--- src/rtl/core/rdc_pkg.sv ---
// Shared types, constants and a helper function for the radix digit converter.
`timescale 1ns / 1ps

package rdc_pkg;

	// Field widths of the input and result items.
	localparam int VALUE_W = 31;
	localparam int RADIX_W = 5;
	localparam int DIGIT_W = 4;
	localparam int CHAR_W  = 7;

	// Digit stack geometry.
	localparam int STACK_DEPTH = 32;
	localparam int PTR_W       = $clog2(STACK_DEPTH);
	localparam int CNT_W       = $clog2(STACK_DEPTH + 1);

	// Divider geometry: the dividend is walked eight bits per cycle.
	localparam int WORK_W    = 32;
	localparam int CHUNK_W   = 8;
	localparam int DIV_STEPS = WORK_W / CHUNK_W;
	localparam int STEP_W    = $clog2(DIV_STEPS);

	// Legal base range.
	localparam logic [RADIX_W-1:0] RADIX_MIN = RADIX_W'(2);
	localparam logic [RADIX_W-1:0] RADIX_MAX = RADIX_W'(16);

	// Character codes.
	localparam logic [CHAR_W-1:0] CHAR_ZERO  = CHAR_W'(48);
	localparam logic [CHAR_W-1:0] CHAR_A     = CHAR_W'(65);
	localparam logic [DIGIT_W-1:0] DIGIT_TEN = DIGIT_W'(10);

	// Sequencer states.
	typedef enum logic [1:0] {
		ST_IDLE,
		ST_DIV,
		ST_READ,
		ST_SHOW
	} state_t;

	// Request from the sequencer to the shared divider.
	typedef struct packed {
		logic               start;
		logic [RADIX_W-1:0] base;
		logic [VALUE_W-1:0] dividend;
	} div_req_t;

	// Response from the shared divider.
	typedef struct packed {
		logic               done;
		logic [VALUE_W-1:0] quotient;
		logic [DIGIT_W-1:0] remainder;
	} div_rsp_t;

	// Maps a digit value onto its ASCII character.
	function automatic logic [CHAR_W-1:0] digit_to_ascii(input logic [DIGIT_W-1:0] d);
		logic [CHAR_W-1:0] c;
		if (d < DIGIT_TEN) begin
			c = CHAR_ZERO + CHAR_W'(d);
		end else begin
			c = CHAR_A + CHAR_W'(d - DIGIT_TEN);
		end
		return c;
	endfunction

endpackage

--- src/rtl/core/rdc_ram.sv ---
// Generic single-port-write, single-port-read RAM with registered read data.
`timescale 1ns / 1ps

module rdc_ram #(
	parameter int WIDTH = 4,
	parameter int DEPTH = 32
) (
	input  logic                     clk,
	input  logic                     we,
	input  logic [$clog2(DEPTH)-1:0] waddr,
	input  logic [WIDTH-1:0]         wdata,
	input  logic                     re,
	input  logic [$clog2(DEPTH)-1:0] raddr,
	output logic [WIDTH-1:0]         rdata
);

	logic [WIDTH-1:0] mem_q [DEPTH];
	logic [WIDTH-1:0] rdata_q;

	// Write port.
	always_ff @(posedge clk) begin
		if (we) begin
			mem_q[waddr] <= wdata;
		end
	end

	// Registered read port; the data holds while no read is issued.
	always_ff @(posedge clk) begin
		if (re) begin
			rdata_q <= mem_q[raddr];
		end
	end

	assign rdata = rdata_q;

endmodule

--- src/rtl/core/rdc_div.sv ---
// Iterative divider by a narrow base, eight quotient bits per cycle.
`timescale 1ns / 1ps

module rdc_div
	import rdc_pkg::*;
(
	input  logic     clk,
	input  logic     arst_n,
	input  div_req_t req,
	output div_rsp_t rsp
);

	logic                busy_q;
	logic                done_q;
	logic [STEP_W-1:0]   step_q;
	logic [WORK_W-1:0]   work_q;
	logic [DIGIT_W-1:0]  rem_q;
	logic [RADIX_W-1:0]  base_q;
	logic [CHUNK_W-1:0]  qbits;
	logic [DIGIT_W:0]    rem_nxt;

	// One chunk of restoring long division: the partial remainder stays below the base.
	always_comb begin
		logic [DIGIT_W:0] r;
		r     = {1'b0, rem_q};
		qbits = '0;
		for (int i = 0; i < CHUNK_W; i++) begin
			r = {r[DIGIT_W-1:0], work_q[WORK_W-1-i]};
			if (r >= (DIGIT_W+1)'(base_q)) begin
				r                  = r - (DIGIT_W+1)'(base_q);
				qbits[CHUNK_W-1-i] = 1'b1;
			end
		end
		rem_nxt = r;
	end

	// Control state of the divider.
	always_ff @(posedge clk or negedge arst_n) begin
		if (!arst_n) begin
			busy_q <= 1'b0;
			done_q <= 1'b0;
			step_q <= '0;
		end else if (req.start) begin
			busy_q <= 1'b1;
			done_q <= 1'b0;
			step_q <= '0;
		end else if (busy_q) begin
			step_q <= step_q + 1'b1;
			if (step_q == STEP_W'(DIV_STEPS - 1)) begin
				busy_q <= 1'b0;
				done_q <= 1'b1;
			end
		end else begin
			done_q <= 1'b0;
		end
	end

	// Working registers: the dividend shifts out as the quotient shifts in.
	always_ff @(posedge clk) begin
		if (req.start) begin
			work_q <= WORK_W'(req.dividend);
			rem_q  <= '0;
			base_q <= req.base;
		end else if (busy_q) begin
			work_q <= {work_q[WORK_W-CHUNK_W-1:0], qbits};
			rem_q  <= rem_nxt[DIGIT_W-1:0];
		end
	end

	assign rsp.done      = done_q;
	assign rsp.quotient  = work_q[VALUE_W-1:0];
	assign rsp.remainder = rem_q;

endmodule

--- src/rtl/core/radix_digit_converter_unit.sv ---
// Top level of the radix digit converter: sequencer, digit stack and divider.
`timescale 1ns / 1ps

// Converts a non-negative integer into its digit string in a base from 2 to 16.
// Input channel (src_valid, src_stall, value, radix): one item per conversion.
// A radix below 2 is treated as 2 and one above 16 as 16.
// Output channel (digit_valid, digit_stall, digit_char, last): one item per
// digit, most significant first, as ASCII '0'..'9' or 'A'..'F'; last marks the
// final, least significant digit. A value of zero gives a single '0'.
// src_stall is high from the accepted item until its last digit is taken, so
// the block works on one conversion at a time.
// Each digit costs four eight-bit steps in the shared divider and a hand-over
// of the result; all digits are divided first, then each digit is read from
// the stack memory and presented in turn.
// While digit_stall is high the digit on the outputs holds and the sequencer
// waits. Reset returns the sequencer to idle with an empty stack; the stack
// memory itself is not cleared, as only freshly pushed digits are ever read.
module radix_digit_converter_unit
	import rdc_pkg::*;
(
	input  logic               clk,
	input  logic               arst_n,
	input  logic               src_valid,
	output logic               src_stall,
	input  logic [VALUE_W-1:0] value,
	input  logic [RADIX_W-1:0] radix,
	output logic               digit_valid,
	input  logic               digit_stall,
	output logic [CHAR_W-1:0]  digit_char,
	output logic               last
);

	state_t              state_q;
	state_t              state_nxt;
	logic [CNT_W-1:0]    cnt_q;
	logic [RADIX_W-1:0]  base_q;
	logic [RADIX_W-1:0]  base_clamped;
	logic                accept;
	logic                push;
	logic                rd_en;
	logic [DIGIT_W-1:0]  rd_digit;
	div_req_t            div_req;
	div_rsp_t            div_rsp;

	// Bring the requested base into the legal range.
	always_comb begin
		if (radix < RADIX_MIN) begin
			base_clamped = RADIX_MIN;
		end else if (radix > RADIX_MAX) begin
			base_clamped = RADIX_MAX;
		end else begin
			base_clamped = radix;
		end
	end

	assign accept = src_valid && !src_stall;

	// Next state and sequencer outputs.
	always_comb begin
		state_nxt        = state_q;
		src_stall        = (state_q != ST_IDLE);
		push             = 1'b0;
		rd_en            = 1'b0;
		div_req.start    = 1'b0;
		div_req.base     = base_q;
		div_req.dividend = div_rsp.quotient;
		case (state_q)
			ST_IDLE: begin
				if (accept) begin
					div_req.start    = 1'b1;
					div_req.base     = base_clamped;
					div_req.dividend = value;
					state_nxt        = ST_DIV;
				end
			end
			ST_DIV: begin
				if (div_rsp.done) begin
					push = (cnt_q < CNT_W'(STACK_DEPTH));
					if (div_rsp.quotient != '0) begin
						div_req.start = 1'b1;
					end else begin
						state_nxt = ST_READ;
					end
				end
			end
			ST_READ: begin
				rd_en     = 1'b1;
				state_nxt = ST_SHOW;
			end
			ST_SHOW: begin
				if (!digit_stall) begin
					state_nxt = (cnt_q == '0) ? ST_IDLE : ST_READ;
				end
			end
			default: begin
				state_nxt = ST_IDLE;
			end
		endcase
	end

	// State register.
	always_ff @(posedge clk or negedge arst_n) begin
		if (!arst_n) begin
			state_q <= ST_IDLE;
		end else begin
			state_q <= state_nxt;
		end
	end

	// Stack fill count and the base in use.
	always_ff @(posedge clk or negedge arst_n) begin
		if (!arst_n) begin
			cnt_q  <= '0;
			base_q <= RADIX_MIN;
		end else if (accept) begin
			cnt_q  <= '0;
			base_q <= base_clamped;
		end else if (push) begin
			cnt_q <= cnt_q + 1'b1;
		end else if (rd_en) begin
			cnt_q <= cnt_q - 1'b1;
		end
	end

	// Digit stack.
	rdc_ram #(
		.WIDTH(DIGIT_W),
		.DEPTH(STACK_DEPTH)
	) u_stack (
		.clk   (clk),
		.we    (push),
		.waddr (cnt_q[PTR_W-1:0]),
		.wdata (div_rsp.remainder),
		.re    (rd_en),
		.raddr (PTR_W'(cnt_q - 1'b1)),
		.rdata (rd_digit)
	);

	// Shared divider.
	rdc_div u_div (
		.clk    (clk),
		.arst_n (arst_n),
		.req    (div_req),
		.rsp    (div_rsp)
	);

	// Result item.
	assign digit_valid = (state_q == ST_SHOW);
	assign digit_char  = digit_to_ascii(rd_digit);
	assign last        = (cnt_q == '0);

endmodule

--- config.mk ---
export PLATFORM = sky130hd
export DESIGN_NAME = radix_digit_converter_unit
export DESIGN_NICKNAME = d
export VERILOG_FILES = /design/src/rtl/core/rdc_pkg.sv /design/src/rtl/core/rdc_ram.sv /design/src/rtl/core/rdc_div.sv /design/src/rtl/core/radix_digit_converter_unit.sv
export SDC_FILE = /design/constraint.sdc
export NUM_CORES = 1
export LEC_CHECK = 0
export BUFFER_PORTS_ARGS = -buffer_cell sky130_fd_sc_hd__buf_2
export CELL_PAD_IN_SITES_DETAIL_PLACEMENT = 1
export CELL_PAD_IN_SITES_GLOBAL_PLACEMENT = 2
export CORE_MARGIN = 2
export CORE_UTILIZATION = 44
export CTS_CLUSTER_SIZE = 25
export DETAILED_ROUTE_END_ITERATION = 7
export PLACE_DENSITY = 0.77
export SLEW_MARGIN = 20
export SYNTH_ARGS = -nofsm -noshare
export SYNTH_HDL_FRONTEND = slang
export SYNTH_HIERARCHICAL = 1
export SYNTH_SLANG_ARGS = --single-unit
--- constraint.sdc ---
create_clock -name clk -period 10.81 [get_ports clk]
set_input_delay 2.162 -clock clk [delete_from_list [all_inputs] [get_ports clk]]
set_output_delay 2.162 -clock clk [all_outputs]
set_load 0.01 [all_outputs]
==> impl_metrics.toml, run 1 <==
[logic_synthesis]
ys_seq_area_share_pct = 53.11
syn_area_um2 = 10490
synth_top_cell_by_area = "edfxtp_1"
yosys-top-cells-count = "edfxtp_1 (168), nand2_1 (139), nor2_1 (54)"
async_flop_share_pct = 8.947
yosysTopAreaCellShare_pct = 48.09
synth_edf_count = 168
ys_top_cells_by_area = "edfxtp_1 (48%), mux4_2 (8.6%), ha_1 (5.7%), nand2_1 (5.0%), dfrtp_1 (3.8%)"
yosys_warnings = 6
syn_inst = 836
yosysMostFrequentCell = "edfxtp_1"
synth_ff_type = "edfxtp_1"
postSynthAreaPerCell_um2 = 12.55
synth_nets = 932
ys_types = 71
ys_seq_elements = 190

[final_layout]
stdcell_area_um2 = 11580
multi_input_area_um2 = 4483
seqCellArea_um2 = 5572
fillers = 2441
antennaDiodeCount = 0
nets = 959
syn2layout_area_growth_pct = 10.38
drive_above_1_share_pct = 23.20

[drt]
met1_length_um = 10300
route.met2.wl_um = 14050
drt_iter0_drc = 399
drc_errors = 0
wl_um = 25390
wl_met3_um = 483
drtPass1Iterations = 4
highest_layer = "met4"
vias = 6612
ant_nets = 0
wl_per_cell_um = 21.26
via_per_inst = 5.538

[clocking]
cts_hold_buffers = 0
root_buffer = "clkbuf_16"
clock_sinks = 190
clkLatencyLatePin_ns = 0.43
cts_buffers = 17
clock_path_buffers = 2
htree_levels = 4
cts_tree = "built"
path_clk_slew_ns = 0.07

[global_routing]
antenna_found_initial = 0
grt_usage_pct = 21.50
grt_pass1_wl_um = 40510
grt_max_degree = 49
grt_pass1_vias = 7151
overflow = 0

[hold_path]
whs_endpoint = "base_q[0]$_DFFE_PN0P_"
whs_path_depth = 2
hold_start = "base_q[0]$_DFFE_PN0P_"
hold_path_class = "reg2reg"

[die]
die-width_um = 158.4
die_height_um = 158.4
io_pins = 50
coreArea_um2 = 23470
fp.dieArea_um2 = 25100
initial_utilization_pct = 44.70
rows = 56

[worst_setup_path]
cp.required_ns = 11.10
regToRegEndpoint = "u_div/rem_q[2]$_SDFFE_PP0P_"
crit_buf_inv = 3
critPathSlowestCell = "mux2i_1"
cp_common_cell = "ha_1"
critical_path_class = "reg2reg"
critPathLaunchType = "flip-flop"
cpPeakStageDelay_ns = 0.40
path_delay_family = "compound AO/OA/AOI/OAI gates"
r2r_setup_slack_ns = 0.52
endpoint_kind = "flip-flop"
r2r_cells = 45
worst_ep_arrival_time_ns = 10.58
worstReg2RegStart = "u_div/base_q[2]$_DFFE_PP_"
cp_max_fo = 10

[sta]
report.final.setup_viol = 0
hold_viol = 0
postLayoutSetupSlackWorst_ns = 0.5241
fmax_mhz = 97.22
tightest_slew_ns = 1.052
slew_violations = 0
fin_crit_sh_pct = 95.15
maxSlewHeadroom_pct = 29.37
clock-skew-final_ns = 0.01635
period_needed_ns = 10.29

[run_status]
outcome = "finished, final reports clean"

[placement]
dp_slack_ns = -0.01332
io_buffers = 49
dpl_cell_area_um2 = 10900
dpl.hpwl_um = 18000
gp_congestion = 0.8129

[flow_run]
drv_cap = 0
==> placed cells by master, fill, tap and decap left out, types with 4 or more instances in the layout <==
cell	n
nand2b_1	12
mux2_2	30
dfxtp_1	5
buf_4	19
nand3b_1	7
xnor2_1	14
o21ai_0	7
or3_1	4
mux2i_1	7
ha_1	48
nor4_1	9
dfrtp_1	16
nand2_1	139
clkbuf_16	17
clkinv_4	4
nor3_1	5
xor2_1	8
o21ai_4	4
inv_2	4
a21oi_1	29
nor2_1	54
fa_1	8
o21ai_1	13
edfxtp_1	168
a21o_1	15
mux2_1	6
nand4_1	4
buf_2	49
o31ai_1	4
mux4_2	40
inv_1	36
a31oi_1	7
nand3_1	8
==> stage by stage <==
stage | hold WS (ns) | utilization [%] | setup TNS [ns] | cells
finish | 0.4772 | 49.33 | 0 | 1194
global route | 0.5278 | 49.33 | -0.2721 | 1194
CTS | 0.4791 | 48.94 | 0 | 1191
detailed placement | 0.4534 | 46.44 | -0.01332 | 1160
global placement | 0.4456 | 46.44 | 0 | 1160
floorplan | 0.4325 | - | 0 | 836
==> worst max path at each step <==
| stage | start | end | slack [ns] | depth (start not counted) |
|---|---|---|---|---|
| 2_1_floorplan | u_div/base_q[1]$_DFFE_PP_ | u_div/work_q[0]$_DFFE_PP_ | 1.14 | 43 |
| 3_3_place_gp | u_div/base_q[0]$_DFFE_PP_ | u_div/rem_q[1]$_SDFFE_PP0P_ | 0.65 | 45 |
| 3_5_place_dp | u_div/base_q[0]$_DFFE_PP_ | u_div/rem_q[2]$_SDFFE_PP0P_ | -0.01 | 44 |
| 4_1_cts | u_div/base_q[0]$_DFFE_PP_ | u_div/rem_q[3]$_SDFFE_PP0P_ | 0.10 | 43 |
| 5_1_grt | u_div/base_q[2]$_DFFE_PP_ | u_div/rem_q[2]$_SDFFE_PP0P_ | -0.09 | 50 |
| 6_report | u_div/base_q[2]$_DFFE_PP_ | u_div/rem_q[2]$_SDFFE_PP0P_ | 0.52 | 45 |
==> final cells by class <==
type | instances | area share [%]
Clock buffer | 18 | 3.706
Clock inverter | 13 | 1.340
Inverter | 41 | 1.329
Multi-Input combinational cell | 545 | 38.71
Sequential cell | 190 | 48.11
Tap cell | 319 | 3.447
Timing Repair Buffer | 68 | 3.350
==> worst min-delay path: stages, from the launching register on <==
cell,delay [ns]
dfrtp_1,0.32
nand2_1,0.06
o21ai_0,0.06
==> kinds of logic after synthesis <==
| logic type | after synthesis | share of synthesized area (%) |
|---|---|---|
| AO/OA/AOI/OAI | 115 | 7.466 |
| buffers and inverters | 101 | 5.033 |
| multiplexers | 88 | 13.74 |
| adder cells (fa/ha/maj) | 56 | 7.251 |
| flip-flops | 190 | 53.11 |
| AND/OR/NAND/NOR | 263 | 11.48 |
| XOR/XNOR | 23 | 1.920 |
==> layer usage <==
metal	vias to the layer above	GRT usage (%)
met5	-	0
met4	0	6.950
met3	29	2.776
met2	94	40.70
met1	3390	25.15
li1	3099	-
==> registers in the layout, indices dropped and copies added, names as in the netlist <==
name,cells
u_div/work_q,32
u_div/rem_q,4
u_stack/mem_q,128
u_stack/rdata,4
base_q,5
cnt_q,6
state_q,2
u_div/busy_q,1
u_div/base_q,5
u_div/step_q,2
u_div/done_q,1
==> repair_timing <==
item / in CTS / in global routing
pin swaps: 0 / 2
resized for setup: 1 / 11
hold endpoints to repair: 0 / 0
endpoints found under the setup margin: 3 / 5
buffers inserted: 0 / 3
Power of run 1 is not shown: default switching activity piles up to over one toggle a cycle in this logic, so the estimate is an artifact.
==> run 2: changes to the inputs <==
CORE_UTILIZATION = 45   (was 44)
CTS_BUF_LIST = sky130_fd_sc_hd__clkbuf_8   (was default)
PLACE_DENSITY = 0.79   (was 0.77)
==> run 2 against run 1 <==
  * Fmax increased by 1.3%
  * Routed wire length is 3.2% lower
  * Design area is 0.78% lower
  * Clock skew up 0.0013 ns
  * Non-clock buffer count rose by 3
  * Largest cell class unchanged
  * Sequential share of layout area rose by 0.40 points
  * Via count down 0.29%
  * Final cell count barely moved
  * Setup slack improved by 0.13 ns
  * Register-to-register slack improved by 0.13 ns
  * Utilization increased by 1.1 points
  * Global-route usage down 0.34 points
==> impl_metrics.toml, run 2 (synthesis gave the netlist of run 1 again) <==
[drt]
vias = 6593
wl_per_cell_um = 20.61
via_per_inst = 5.526
drtPass1Iterations = 5
wl_um = 24580
drc_errors = 0
drt_iter0_drc = 414
ant_nets = 0

[final_layout]
regMostFlops = "u_stack/mem_q"
layout_commonest_cell = "edfxtp_1"
largest_register_ffs = 128
syn2layout_area_growth_pct = 9.517
layout_common_cells = "edfxtp_1 (168), nand2_1 (139), nor2_1 (54), buf_2 (49), ha_1 (48)"
fillers = 2394
antennaDiodeCount = 0
top_regs = "u_stack/mem_q: 128 flops, u_div/work_q: 32 flops, cnt_q: 6 flops"
drive_above_1_share_pct = 24.66
nets = 963

[worst_setup_path]
worstReg2RegStart = "u_div/base_q[0]$_DFFE_PP_"
critPathSlowestCell = "edfxtp_1"
endpoint_kind = "flip-flop"
critPathLaunchType = "flip-flop"
path_delay_family = "compound AO/OA/AOI/OAI gates"
critical_path_class = "reg2reg"
cp_max_fo = 10
cp.required_ns = 11.14
worst_ep_arrival_time_ns = 10.49
r2r_setup_slack_ns = 0.66
cpPeakStageDelay_ns = 0.45
path_depth = 47
crit_end = "u_div/rem_q[2]$_SDFFE_PP0P_"
crit_buf_inv = 5
regToRegEndpoint = "u_div/rem_q[2]$_SDFFE_PP0P_"
cp_common_cell = "ha_1"
startpoint = "u_div/base_q[0]$_DFFE_PP_"
r2r_cells = 47

[clocking]
clock_path_buffers = 2
clkLatencyLatePin_ns = 0.47
cts_buffers = 17
path_clk_slew_ns = 0.11
clock_sinks = 190
cts_tree = "built"
cts_hold_buffers = 0
root_buffer = "clkbuf_8"
htree_levels = 4

[sta]
fin_crit_sh_pct = 93.92
hold_viol = 0
maxSlewHeadroom_pct = 30.83
report.final.setup_viol = 0
rsz0062_at_grt = "false"
period_needed_ns = 10.15
clock-skew-final_ns = 0.01768
setup_tns_ns = 0
slew_violations = 0
tightest_slew_ns = 1.030
fmax_mhz = 98.50

[placement]
dpl.hpwl_um = 17740
gp_congestion = 0.8041
io_buffers = 49

[die]
die_height_um = 156.7
coreArea_um2 = 22780
fp.dieArea_um2 = 24550
rows = 55
die-width_um = 156.7
io_pins = 50
initial_utilization_pct = 46.06

[global_routing]
grt_pass1_vias = 7246
grt_usage_pct = 21.16
antenna_found_initial = 0
overflow = 0
grt_pass1_wl_um = 39380
grt_max_degree = 49

[flow_run]
drv_cap = 0

[hold_path]
hold_path_class = "reg2reg"

[run_status]
outcome = "finished, final reports clean"
[run 2: changes by cell type in the layout (fill, tap and decap cells not counted), moves of 3 or more]
cell,previous run,this run
clkbuf_16,17,0
clkbuf_8,0,17
clkinv_8,2,7
clkinv_4,4,0
buf_4,19,22
[run 2: worst reg2reg max path, delay by kind of cell (launching register included)]
kind            cells  cell delay, ns
fa+ha+maj           8            2.46
flops               1            0.45
compound gates     23            4.32
buf+inv             5            0.60
simple gates        7            0.96
mux                 4            1.30
[run 2: final cells by class]
type | count | area (um^2) | share of cell area [%]
Clock buffer | 17 | 234.0 | 2.036
Timing Repair Buffer | 71 | 410.4 | 3.572
Multi-Input combinational cell | 546 | 4523 | 39.37
Clock inverter | 15 | 202.7 | 1.764
Tap cell | 313 | 391.6 | 3.408
Inverter | 41 | 153.9 | 1.339
Sequential cell | 190 | 5574 | 48.51
[run 2: what timing repair did]
item	4_1_cts	5_1_grt
setup buffers	0	6
gates resized for setup	0	21
endpoints found under the hold margin	0	0
setup endpoints to repair	0	5
[run 2: per-stage QoR]
stage	instance area [um^2]	setup slack, ns	hold WS (ns)	cells	util [%]
CTS	11330	0.07743	0.4853	1186	49.74
global placement	10890	0.6225	0.4448	1154	47.82
detailed placement	10890	0.1262	0.4608	1154	47.82
floorplan	10490	1.140	0.4325	836	-
finish	11490	0.6574	0.4788	1193	50.44
global route	11490	0.01374	0.5108	1193	50.44
[run 2: worst min path at each step]
stage,start,end,cells after the start
after CTS,base_q[2]$_DFFE_PN0P_,base_q[2]$_DFFE_PN0P_,2
after floorplan,base_q[2]$_DFFE_PN0P_,base_q[2]$_DFFE_PN0P_,2
after detailed placement,base_q[2]$_DFFE_PN0P_,base_q[2]$_DFFE_PN0P_,2
after global routing,base_q[2]$_DFFE_PN0P_,base_q[2]$_DFFE_PN0P_,2
final,base_q[2]$_DFFE_PN0P_,base_q[2]$_DFFE_PN0P_,2
after global placement,base_q[3]$_DFFE_PN0P_,base_q[3]$_DFFE_PN0P_,2
[run 2: metal layers]
metal | vias to the layer above | global-route usage [%] | part of all wire (%)
met4 | 0 | 8.737 | 3.8
met1 | 3331 | 25.35 | 41
met5 | - | 0 | 0
met2 | 118 | 38.18 | 52
met3 | 42 | 3.046 | 2.5
li1 | 3102 | - | -
Power of run 2 is left out for the same reason.
